===== src/hdl/drd_pkg.sv =====
// Package: shared constants, register codes and structs of the detection row decoder.
`default_nettype none
package drd_pkg;

	localparam int VALUE_W     = 32;
	localparam int FRAC_BITS   = 16;
	localparam int MAX_CLASSES = 64;
	localparam int BOX_FIELDS  = 4;
	localparam int POS_OBJECT  = 4;
	localparam int POS_CLASS0  = 5;
	localparam int POS_W       = 7;
	localparam int LABEL_W     = 6;
	localparam int CC_W        = 7;
	localparam int THR_W       = 17;
	localparam int SIZE_W      = 11;
	localparam int MAX_SIDE    = 1024;
	localparam int LEFT_W      = 26;
	localparam int RIGHT_W     = 32;
	localparam int SCORE_W     = 17;
	localparam int PROD_W      = 2 * VALUE_W;
	localparam int CORNER_W    = VALUE_W + 1;
	localparam int IN_TDATA_W  = 32;
	localparam int OUT_FIELD_W = 2 * LEFT_W + 2 * RIGHT_W + SCORE_W + LABEL_W;
	localparam int OUT_TDATA_W = ((OUT_FIELD_W + 7) / 8) * 8;
	localparam int APB_ADDR_W  = 4;
	localparam int APB_DATA_W  = 32;

	typedef enum logic [1:0] {
		REG_CLASS_COUNT,
		REG_OBJECT_THRESHOLD,
		REG_SCORE_THRESHOLD,
		REG_IMAGE_SIDE
	} reg_index_t;

	typedef struct packed {
		logic [CC_W-1:0]   class_count;
		logic [THR_W-1:0]  object_threshold;
		logic [THR_W-1:0]  score_threshold;
		logic [SIZE_W-1:0] image_side;
	} cfg_t;

	typedef struct packed {
		logic signed [VALUE_W-1:0] cx;
		logic signed [VALUE_W-1:0] cy;
		logic signed [VALUE_W-1:0] w;
		logic signed [VALUE_W-1:0] h;
		logic signed [VALUE_W-1:0] obj;
		logic signed [VALUE_W-1:0] best;
		logic [LABEL_W-1:0]        label;
	} row_t;

	typedef struct packed {
		logic row_end;
		logic row_valid;
	} row_stat_t;

endpackage
`default_nettype wire


===== src/hdl/drd_cfg.sv =====
// Configuration registers behind an APB-style port.
`default_nettype none
module drd_cfg
	import drd_pkg::*;
(
	input  wire logic                  clk,
	input  wire logic                  arst_n,
	input  wire logic                  psel,
	input  wire logic                  penable,
	input  wire logic                  pwrite,
	input  wire logic [APB_ADDR_W-1:0] paddr,
	input  wire logic [APB_DATA_W-1:0] pwdata,
	output logic      [APB_DATA_W-1:0] prdata,
	output logic                       pready,
	output cfg_t                       cfg
);

	reg_index_t idx;
	logic       wr_en;

	assign idx    = reg_index_t'(paddr[3:2]);
	assign wr_en  = psel && penable && pwrite && pready;
	assign pready = 1'b1;

	always_ff @(posedge clk or negedge arst_n) begin
		if (!arst_n) begin
			cfg.class_count      <= CC_W'(9);
			cfg.object_threshold <= THR_W'(32768);
			cfg.score_threshold  <= THR_W'(32768);
			cfg.image_side       <= SIZE_W'(320);
		end else if (wr_en) begin
			unique case (idx)
				REG_CLASS_COUNT:      cfg.class_count      <= pwdata[CC_W-1:0];
				REG_OBJECT_THRESHOLD: cfg.object_threshold <= pwdata[THR_W-1:0];
				REG_SCORE_THRESHOLD:  cfg.score_threshold  <= pwdata[THR_W-1:0];
				REG_IMAGE_SIDE:       cfg.image_side       <= pwdata[SIZE_W-1:0];
			endcase
		end
	end

	always_comb begin
		unique case (idx)
			REG_CLASS_COUNT:      prdata = APB_DATA_W'(cfg.class_count);
			REG_OBJECT_THRESHOLD: prdata = APB_DATA_W'(cfg.object_threshold);
			REG_SCORE_THRESHOLD:  prdata = APB_DATA_W'(cfg.score_threshold);
			REG_IMAGE_SIDE:       prdata = APB_DATA_W'(cfg.image_side);
		endcase
	end

endmodule
`default_nettype wire


===== src/hdl/drd_row.sv =====
// Row tracker: box fields, objectness, running argmax and the row snapshot register.
`default_nettype none
module drd_row
	import drd_pkg::*;
(
	input  wire logic                  clk,
	input  wire logic                  arst_n,
	input  wire cfg_t                  cfg,
	input  wire logic                  s_tvalid,
	output logic                       s_tready,
	input  wire logic [IN_TDATA_W-1:0] s_tdata,
	input  wire logic                  row_ready,
	output row_t                       row_s1,
	output row_stat_t                  stat
);

	logic [POS_W-1:0]          pos_q;
	logic signed [VALUE_W-1:0] box_q [BOX_FIELDS];
	logic signed [VALUE_W-1:0] obj_q;
	logic signed [VALUE_W-1:0] best_q;
	logic [LABEL_W-1:0]        label_q;
	logic                      row_valid_s1;

	logic [CC_W-1:0]           classes;
	logic [POS_W-1:0]          last_pos;
	logic                      row_end;
	logic                      accept;
	logic                      s1_can_load;
	logic signed [VALUE_W-1:0] v;
	logic signed [VALUE_W-1:0] best_nxt;
	logic [LABEL_W-1:0]        label_nxt;
	logic [POS_W-1:0]          class_pos;

	assign v = $signed(s_tdata[VALUE_W-1:0]);

	always_comb begin
		priority if (cfg.class_count == '0) begin
			classes = CC_W'(1);
		end else if (cfg.class_count > CC_W'(MAX_CLASSES)) begin
			classes = CC_W'(MAX_CLASSES);
		end else begin
			classes = cfg.class_count;
		end
	end

	assign last_pos    = POS_W'(classes) + POS_W'(POS_OBJECT);
	assign row_end     = pos_q >= last_pos;
	assign s1_can_load = !row_valid_s1 || row_ready;
	assign s_tready    = !row_end || s1_can_load;
	assign accept      = s_tvalid && s_tready;
	assign class_pos   = pos_q - POS_W'(POS_CLASS0);

	always_comb begin
		best_nxt  = best_q;
		label_nxt = label_q;
		priority if (pos_q == POS_W'(POS_CLASS0)) begin
			best_nxt  = v;
			label_nxt = '0;
		end else if (pos_q > POS_W'(POS_CLASS0) && v > best_q) begin
			best_nxt  = v;
			label_nxt = class_pos[LABEL_W-1:0];
		end
	end

	always_ff @(posedge clk or negedge arst_n) begin
		if (!arst_n) begin
			pos_q        <= '0;
			row_valid_s1 <= 1'b0;
		end else begin
			if (accept) begin
				pos_q <= row_end ? '0 : pos_q + POS_W'(1);
			end
			if (s1_can_load) begin
				row_valid_s1 <= accept && row_end;
			end
		end
	end

	always_ff @(posedge clk) begin
		if (accept) begin
			if (pos_q < POS_W'(BOX_FIELDS)) begin
				box_q[pos_q[1:0]] <= v;
			end
			if (pos_q == POS_W'(POS_OBJECT)) begin
				obj_q <= v;
			end
			best_q  <= best_nxt;
			label_q <= label_nxt;
		end
		if (accept && row_end && s1_can_load) begin
			row_s1.cx    <= box_q[0];
			row_s1.cy    <= box_q[1];
			row_s1.w     <= box_q[2];
			row_s1.h     <= box_q[3];
			row_s1.obj   <= obj_q;
			row_s1.best  <= best_nxt;
			row_s1.label <= label_nxt;
		end
	end

	assign stat.row_end   = row_end;
	assign stat.row_valid = row_valid_s1;

endmodule
`default_nettype wire


===== src/hdl/drd_calc.sv =====
// Result path: product and corners, then thresholds, clamps, saturation and output register.
`default_nettype none
module drd_calc
	import drd_pkg::*;
(
	input  wire logic                   clk,
	input  wire logic                   arst_n,
	input  wire cfg_t                   cfg,
	input  wire row_t                   row_s1,
	input  wire row_stat_t              stat,
	output logic                        row_ready,
	output logic                        m_tvalid,
	input  wire logic                   m_tready,
	output logic      [OUT_TDATA_W-1:0] m_tdata
);

	// stage 2
	logic                       v_s2;
	logic                       obj_ok_s2;
	logic signed [PROD_W-1:0]   prod_s2;
	logic signed [CORNER_W-1:0] x1_s2;
	logic signed [CORNER_W-1:0] y1_s2;
	logic signed [CORNER_W-1:0] x2_s2;
	logic signed [CORNER_W-1:0] y2_s2;
	logic [LABEL_W-1:0]         label_s2;

	// output register
	logic                       m_tvalid_q;
	logic [LEFT_W-1:0]          left_q;
	logic [LEFT_W-1:0]          top_q;
	logic [RIGHT_W-1:0]         right_q;
	logic [RIGHT_W-1:0]         bottom_q;
	logic [SCORE_W-1:0]         score_q;
	logic [LABEL_W-1:0]         label_q;

	logic                       out_can_load;
	logic                       load_s2;
	logic signed [VALUE_W-1:0]  obj_thr;
	logic signed [PROD_W-1:0]   prod;
	logic signed [CORNER_W:0]   cx2;
	logic signed [CORNER_W:0]   cy2;
	logic signed [CORNER_W:0]   w_e;
	logic signed [CORNER_W:0]   h_e;
	logic signed [CORNER_W:0]   dx1;
	logic signed [CORNER_W:0]   dy1;
	logic signed [CORNER_W:0]   dx2;
	logic signed [CORNER_W:0]   dy2;

	logic signed [PROD_W-1:0]   need;
	logic                       keep;
	logic [PROD_W-FRAC_BITS-1:0] conf_full;
	logic [SCORE_W-1:0]         conf;
	logic [SIZE_W-1:0]          side;
	logic [SIZE_W-2:0]          side_m1;
	logic [LEFT_W-1:0]          limit;
	logic signed [CORNER_W-1:0] limit_e;
	logic signed [CORNER_W-1:0] low_e;
	logic [LEFT_W-1:0]          left_c;
	logic [LEFT_W-1:0]          top_c;
	logic [RIGHT_W-1:0]         right_c;
	logic [RIGHT_W-1:0]         bottom_c;

	assign out_can_load = !m_tvalid_q || m_tready;
	assign row_ready    = !v_s2 || out_can_load;
	assign load_s2      = stat.row_valid && row_ready;

	assign obj_thr = $signed({{(VALUE_W-THR_W){1'b0}}, cfg.object_threshold});
	assign prod    = row_s1.obj * row_s1.best;
	assign cx2     = {row_s1.cx[VALUE_W-1], row_s1.cx, 1'b0};
	assign cy2     = {row_s1.cy[VALUE_W-1], row_s1.cy, 1'b0};
	assign w_e     = {{2{row_s1.w[VALUE_W-1]}}, row_s1.w};
	assign h_e     = {{2{row_s1.h[VALUE_W-1]}}, row_s1.h};
	assign dx1     = cx2 - w_e;
	assign dy1     = cy2 - h_e;
	assign dx2     = cx2 + w_e;
	assign dy2     = cy2 + h_e;

	always_ff @(posedge clk or negedge arst_n) begin
		if (!arst_n) begin
			v_s2 <= 1'b0;
		end else if (row_ready) begin
			v_s2 <= stat.row_valid;
		end
	end

	always_ff @(posedge clk) begin
		if (load_s2) begin
			obj_ok_s2 <= row_s1.obj >= obj_thr;
			prod_s2   <= prod;
			x1_s2     <= dx1[CORNER_W:1];
			y1_s2     <= dy1[CORNER_W:1];
			x2_s2     <= dx2[CORNER_W:1];
			y2_s2     <= dy2[CORNER_W:1];
			label_s2  <= row_s1.label;
		end
	end

	assign need = $signed({{(PROD_W-THR_W-FRAC_BITS){1'b0}}, cfg.score_threshold,
		{FRAC_BITS{1'b0}}});
	assign keep      = obj_ok_s2 && (prod_s2 >= need);
	assign conf_full = prod_s2[PROD_W-1:FRAC_BITS];
	assign conf      = (conf_full > (PROD_W-FRAC_BITS)'(1 << FRAC_BITS))
		? SCORE_W'(1 << FRAC_BITS) : conf_full[SCORE_W-1:0];

	always_comb begin
		priority if (cfg.image_side == '0) begin
			side = SIZE_W'(1);
		end else if (cfg.image_side > SIZE_W'(MAX_SIDE)) begin
			side = SIZE_W'(MAX_SIDE);
		end else begin
			side = cfg.image_side;
		end
	end

	assign side_m1 = side[SIZE_W-2:0] - (SIZE_W-1)'(1);
	assign limit   = {side_m1, {FRAC_BITS{1'b0}}};
	assign limit_e = $signed({{(CORNER_W-LEFT_W){1'b0}}, limit});
	assign low_e   = $signed({2'b11, {(VALUE_W-1){1'b0}}});

	always_comb begin
		priority if (x1_s2 < 0) begin
			left_c = '0;
		end else if (x1_s2 > limit_e) begin
			left_c = limit;
		end else begin
			left_c = x1_s2[LEFT_W-1:0];
		end
		priority if (y1_s2 < 0) begin
			top_c = '0;
		end else if (y1_s2 > limit_e) begin
			top_c = limit;
		end else begin
			top_c = y1_s2[LEFT_W-1:0];
		end
		priority if (x2_s2 < low_e) begin
			right_c = low_e[RIGHT_W-1:0];
		end else if (x2_s2 > limit_e) begin
			right_c = RIGHT_W'(limit);
		end else begin
			right_c = x2_s2[RIGHT_W-1:0];
		end
		priority if (y2_s2 < low_e) begin
			bottom_c = low_e[RIGHT_W-1:0];
		end else if (y2_s2 > limit_e) begin
			bottom_c = RIGHT_W'(limit);
		end else begin
			bottom_c = y2_s2[RIGHT_W-1:0];
		end
	end

	always_ff @(posedge clk or negedge arst_n) begin
		if (!arst_n) begin
			m_tvalid_q <= 1'b0;
		end else if (out_can_load) begin
			m_tvalid_q <= v_s2 && keep;
		end
	end

	always_ff @(posedge clk) begin
		if (out_can_load && v_s2 && keep) begin
			left_q   <= left_c;
			top_q    <= top_c;
			right_q  <= right_c;
			bottom_q <= bottom_c;
			score_q  <= conf;
			label_q  <= label_s2;
		end
	end

	assign m_tvalid = m_tvalid_q;
	assign m_tdata  = {{(OUT_TDATA_W-OUT_FIELD_W){1'b0}}, label_q, score_q, bottom_q, right_q,
		top_q, left_q};

endmodule
`default_nettype wire


===== src/hdl/detection_row_decoder.sv =====
// Top level of the detection row decoder: configuration, row tracker and result path.
`default_nettype none
// Takes one tensor element per cycle while s_tready is high, in rows of class_count + 5
// elements (class_count clamped to 1..64): cx, cy, w, h, objectness, class scores. The
// running argmax keeps pace with the stream, so it never holds up an element; the result
// of a kept row is valid on m_tvalid once it has passed the row snapshot (loaded at the
// edge that accepts the row's last element), the multiply stage and the output register,
// and rows that fail a threshold leave nothing. s_tready falls only on a row's last
// element while the snapshot, multiply and output registers all hold rows not yet taken.
module detection_row_decoder
	import drd_pkg::*;
(
	input  wire logic                   clk,
	input  wire logic                   arst_n,
	input  wire logic                   psel,
	input  wire logic                   penable,
	input  wire logic                   pwrite,
	input  wire logic [APB_ADDR_W-1:0]  paddr,
	input  wire logic [APB_DATA_W-1:0]  pwdata,
	output logic      [APB_DATA_W-1:0]  prdata,
	output logic                        pready,
	input  wire logic                   s_tvalid,
	output logic                        s_tready,
	input  wire logic [IN_TDATA_W-1:0]  s_tdata,  // tensor_value[31:0]
	output logic                        m_tvalid,
	input  wire logic                   m_tready,
	// left[25:0], top[51:26], right[83:52], bottom[115:84], score[132:116],
	// label[138:133], zero[143:139]
	output logic      [OUT_TDATA_W-1:0] m_tdata
);

	cfg_t      cfg;
	row_t      row_s1;
	row_stat_t stat;
	logic      row_ready;

	drd_cfg u_cfg (
		.clk     (clk),
		.arst_n  (arst_n),
		.psel    (psel),
		.penable (penable),
		.pwrite  (pwrite),
		.paddr   (paddr),
		.pwdata  (pwdata),
		.prdata  (prdata),
		.pready  (pready),
		.cfg     (cfg)
	);

	drd_row u_row (
		.clk       (clk),
		.arst_n    (arst_n),
		.cfg       (cfg),
		.s_tvalid  (s_tvalid),
		.s_tready  (s_tready),
		.s_tdata   (s_tdata),
		.row_ready (row_ready),
		.row_s1    (row_s1),
		.stat      (stat)
	);

	drd_calc u_calc (
		.clk       (clk),
		.arst_n    (arst_n),
		.cfg       (cfg),
		.row_s1    (row_s1),
		.stat      (stat),
		.row_ready (row_ready),
		.m_tvalid  (m_tvalid),
		.m_tready  (m_tready),
		.m_tdata   (m_tdata)
	);

	a_stall_only_at_row_end: assert property (@(posedge clk) disable iff (!arst_n)
		!s_tready |-> (stat.row_end && stat.row_valid && !row_ready))
		else $error("input stalled outside a blocked row end");

	a_row_end_snapshot: assert property (@(posedge clk) disable iff (!arst_n)
		(s_tvalid && s_tready && stat.row_end) |=> stat.row_valid)
		else $error("row end item did not load the snapshot");

	a_not_row_end_after_end: assert property (@(posedge clk) disable iff (!arst_n)
		(s_tvalid && s_tready && stat.row_end) |=> !stat.row_end)
		else $error("row position did not restart after a row end");

endmodule
`default_nettype wire

===== config.mk =====
export PLATFORM = sky130hd
export DESIGN_NAME = detection_row_decoder
export DESIGN_NICKNAME = d
export VERILOG_FILES = /design/src/hdl/drd_pkg.sv /design/src/hdl/drd_cfg.sv /design/src/hdl/drd_row.sv /design/src/hdl/drd_calc.sv /design/src/hdl/detection_row_decoder.sv
export SDC_FILE = /design/constraint.sdc
export NUM_CORES = 2
export LEC_CHECK = 0
export BUFFER_PORTS_ARGS = -buffer_cell sky130_fd_sc_hd__buf_2
export CAP_MARGIN = 20
export CORE_MARGIN = 2
export CORE_UTILIZATION = 55
export DETAILED_ROUTE_END_ITERATION = 7
export PLACE_DENSITY = 0.72
export SETUP_SLACK_MARGIN = 0.2
export SLEW_MARGIN = 20
export SYNTH_ARGS = -nofsm -noshare
export SYNTH_HDL_FRONTEND = slang
export SYNTH_SLANG_ARGS = --single-unit
export TNS_END_PERCENT = 5

===== constraint.sdc =====
create_clock -name clk -period 28.5 [get_ports clk]
set_input_delay 2.85 -clock clk [delete_from_list [all_inputs] [get_ports clk]]
set_output_delay 2.85 -clock clk [all_outputs]
set_load 0.01 [all_outputs]

==> metrics <==
mean post-synth cell area=~11 um^2; Post-Route M1 WL=between 70,000 and 80,000 um; crit path time final=9.40 ns; Setup Crit Path Kind=flop to flop; CTS Sinks=800; Top Layer Used=met5; Min-Delay Path Class=flop to flop; DR iter-0 viols=between 4k and 5k; Filler Cell Count=10.7k; DRT Pass-1 Iters=6; Post-synth EDFFs=between 700 and 800; GRT Overall Usage=28.1%; die height=between 300 and 400 um; highest clock rate=roughly 110 MHz; register area=approximately 24,000 um^2; vias in the first global route=about 50k; FFs w/ async S/R, synth=7.75%; post-route ant nets=0; Routed WL=~190,000 um; Post-Route Setup TNS=0 ns; CTS resizes=0; fin. max-slew vios=0; CTS Hold Bufs=0; Max-slew headroom=between 10% and 20%; RD Place Congestion=approximately 0.93; register area share after synthesis=between 30% and 40%; core box area=about 130,000 um^2; CP Max Fanout=34; post-synthesis cell type count=90; area taken by multi-input logic gates=approximately 44,000 um^2; largest net degree at the start of global routing=around 140; Die W=approximately 370 um; ys flop type=edfxtp_1; outcome=finished clean; die area=between 100,000 and 150,000 um^2; DRC viols=0; grt ovf=0; crit path DAT=between 9 and 10 ns; CP required=about 29 ns; CP Capture Type=flop; via count=roughly 49k; top post-synthesis cells by count=inv_1, fa_1, edfxtp_1; DP Wirelength=about 140,000 um; Port Buffer Count=between 200 and 250; share of cells above drive strength 1=under 10%; Worst-Margin Slew=between 1 and 1.5 ns; Worst-Skew Late Latency=0.70 ns; setup violation total in the final timing report=0; CTS tree=yes; FF+latch count, synth=800; cells after synthesis=~6.7k; Initial Util=between 50% and 60%; DR WL met3=15,600 um; RSZ-0062 raised after global routing=false; final hold vios=0; first-pass GRT wire length=a little under 300,000 um; wire length per cell=~22 um; clk root buf=clkbuf_16; routed vias/inst=between 5 and 6; Yosys Warn Count=0; synthesized cell area=73,300 um^2; CP startpoint kind=flop; Synth top area share=between 30% and 40%; postcts setup bufs=0; biggest area consumer among synthesized cells=edfxtp_1; Synth-to-Final Area Change=7.47%; Worst-path clk slew=0.06 ns; most common cell in the netlist=inv_1; Total Nets Final=8,340; total CTS buffers=84; period utilization=roughly a third; Met2 Wirelength=a little under 90,000 um; CTS max path bufs=3; I/O pin cnt=roughly 250; synth top area cells=edfxtp_1, fa_1, ha_1; H-tree depth=3; Max Cap Viol=0; std cell rows=between 100 and 150; initial antenna violation count=11; Setup Skew=around 0.05 ns
==> worst max-delay path, stage by stage (launching register included) <==
cell      delay (ns)
edfxtp_1        0.32
buf_4           0.47
nand2_1         0.17
inv_1           0.17
fa_1            0.46
fa_1            0.50
fa_1            0.80
fa_1            1.13
inv_1           0.48
fa_1            0.61
inv_1           0.05
fa_1            0.50
fa_1            0.68
fa_1            0.47
ha_1            0.41
a21o_1          0.21
a21oi_1         0.19
inv_1           0.07
o31ai_2         0.38
nand4_1         0.34
a311oi_1        0.44
xnor2_1         0.16
==> logic make-up (layout without fill, tap and decap cells) <==
logic type               after synthesis  count (layout)  share of synthesized area [%]
AO/OA/AOI/OAI                        704             704                           6.23
buffers and inverters               1531            1671                           8.01
flip-flops                           800             800                           32.3
XOR/XNOR                             190             190                           2.27
other                                  2              23                         0.0102
adder cells (fa/ha/maj)             1517            1517                           37.0
multiplexers                          75              75                           1.40
AND/OR/NAND/NOR                     1835            1835                           12.7
==> area by class of cell <==
class	count	area share, %
Sequential cell	800	30.1
Multi-Input combinational cell	4342	55.7
Clock inverter	58	0.681
Antenna cell	2	0.00635
Timing Repair Buffer	307	2.27
Tap cell	1755	2.79
Inverter	1213	5.78
Clock buffer	93	2.72
==> state kept, by name, indices dropped and copies added (netlist names), 6 cells and up <==
signal / cells
u_row.row_s1: 166
u_row.box_q: 128
u_calc.prod_s2: 64
u_cfg.cfg: 52
u_calc.x1_s2: 33
u_calc.x2_s2: 33
u_calc.y1_s2: 33
u_calc.y2_s2: 33
row_s1: 32
u_calc.bottom_q: 32
u_calc.right_q: 32
u_row.best_q: 32
u_row.obj_q: 32
u_calc.left_q: 26
u_calc.top_q: 26
u_calc.score_q: 17
u_row.pos_q: 7
u_calc.label_q: 6
u_calc.label_s2: 6
u_row.label_q: 6
==> metrics by stage <==
stage / setup WS, ns / hold WS, ns / utilization, % / area [um^2] / cells
final: 19.10 / 0.410 / 59.7 / 78800 / 8570
after global routing: 18.86 / 0.417 / 59.7 / 78800 / 8569
after CTS: 19.19 / 0.412 / 59.7 / 78800 / 8567
after detailed placement: 19.23 / 0.405 / 57.7 / 76100 / 8416
after global placement: 19.43 / 0.400 / 57.7 / 76100 / 8416
after floorplan: 16.20 / 0.400 / - / 73400 / 6673
==> path summary, 6_finish.rpt <==
path	start	endpoint	slack [ns]	cells after the start
max in group asynchronous	arst_n	u_row.pos_q[0]$_DFFE_PN0P_	25.59	2
min in group asynchronous	arst_n	u_cfg.cfg[39]$_DFFE_PN0P_	2.35	2
worst min-delay path	u_row.box_q[3][14]$_DFFE_PP_	u_row.row_s1[84]$_DFFE_PP_	0.41	0
worst max-delay path	u_row.row_s1[69]$_DFFE_PP_	u_calc.prod_s2[62]$_DFFE_PP_	19.10	21
worst min register to register	u_row.box_q[3][14]$_DFFE_PP_	u_row.row_s1[84]$_DFFE_PP_	0.41	0
worst max register to register	u_row.row_s1[69]$_DFFE_PP_	u_calc.prod_s2[62]$_DFFE_PP_	19.10	21
==> layout by cell type (no fill, tap or decap), drive strengths merged, types with 9 or more instances in the layout <==
cell type / synthesis / final
xnor2: 143 / 143
o211ai: 15 / 15
nor4: 43 / 43
nor3: 63 / 63
nand3: 60 / 60
fa: 1086 / 1086
nand2: 634 / 634
a21o: 87 / 87
edfxtp: 738 / 738
o31ai: 11 / 11
nor3b: 21 / 21
o21a: 44 / 44
a22o: 11 / 11
a21oi: 197 / 197
inv: 1213 / 1217
and3: 61 / 61
or3: 17 / 17
buf: 38 / 307
a211oi: 26 / 26
nor2b: 46 / 46
and2: 536 / 536
o21ai: 157 / 157
a31oi: 22 / 22
dfrtp: 56 / 56
clkbuf: 280 / 93
clkinv: 0 / 42
xor2: 47 / 47
a221oi: 9 / 9
nand2b: 46 / 46
or4: 13 / 13
a21boi: 10 / 10
nor2: 220 / 220
o21bai: 38 / 38
ha: 431 / 431
nand4: 39 / 39
mux2: 60 / 60
conb: 2 / 21
==> metal layers <==
metal	global-route usage, %	up-vias
li1	-	21380
met5	0	-
met4	12.2	4
met2	45.2	2109
met3	4.73	424
met1	38.0	24686
Power is left out: the tool's default activity adds up to more than one toggle a clock period on the data nets, which glitch-free logic cannot reach.
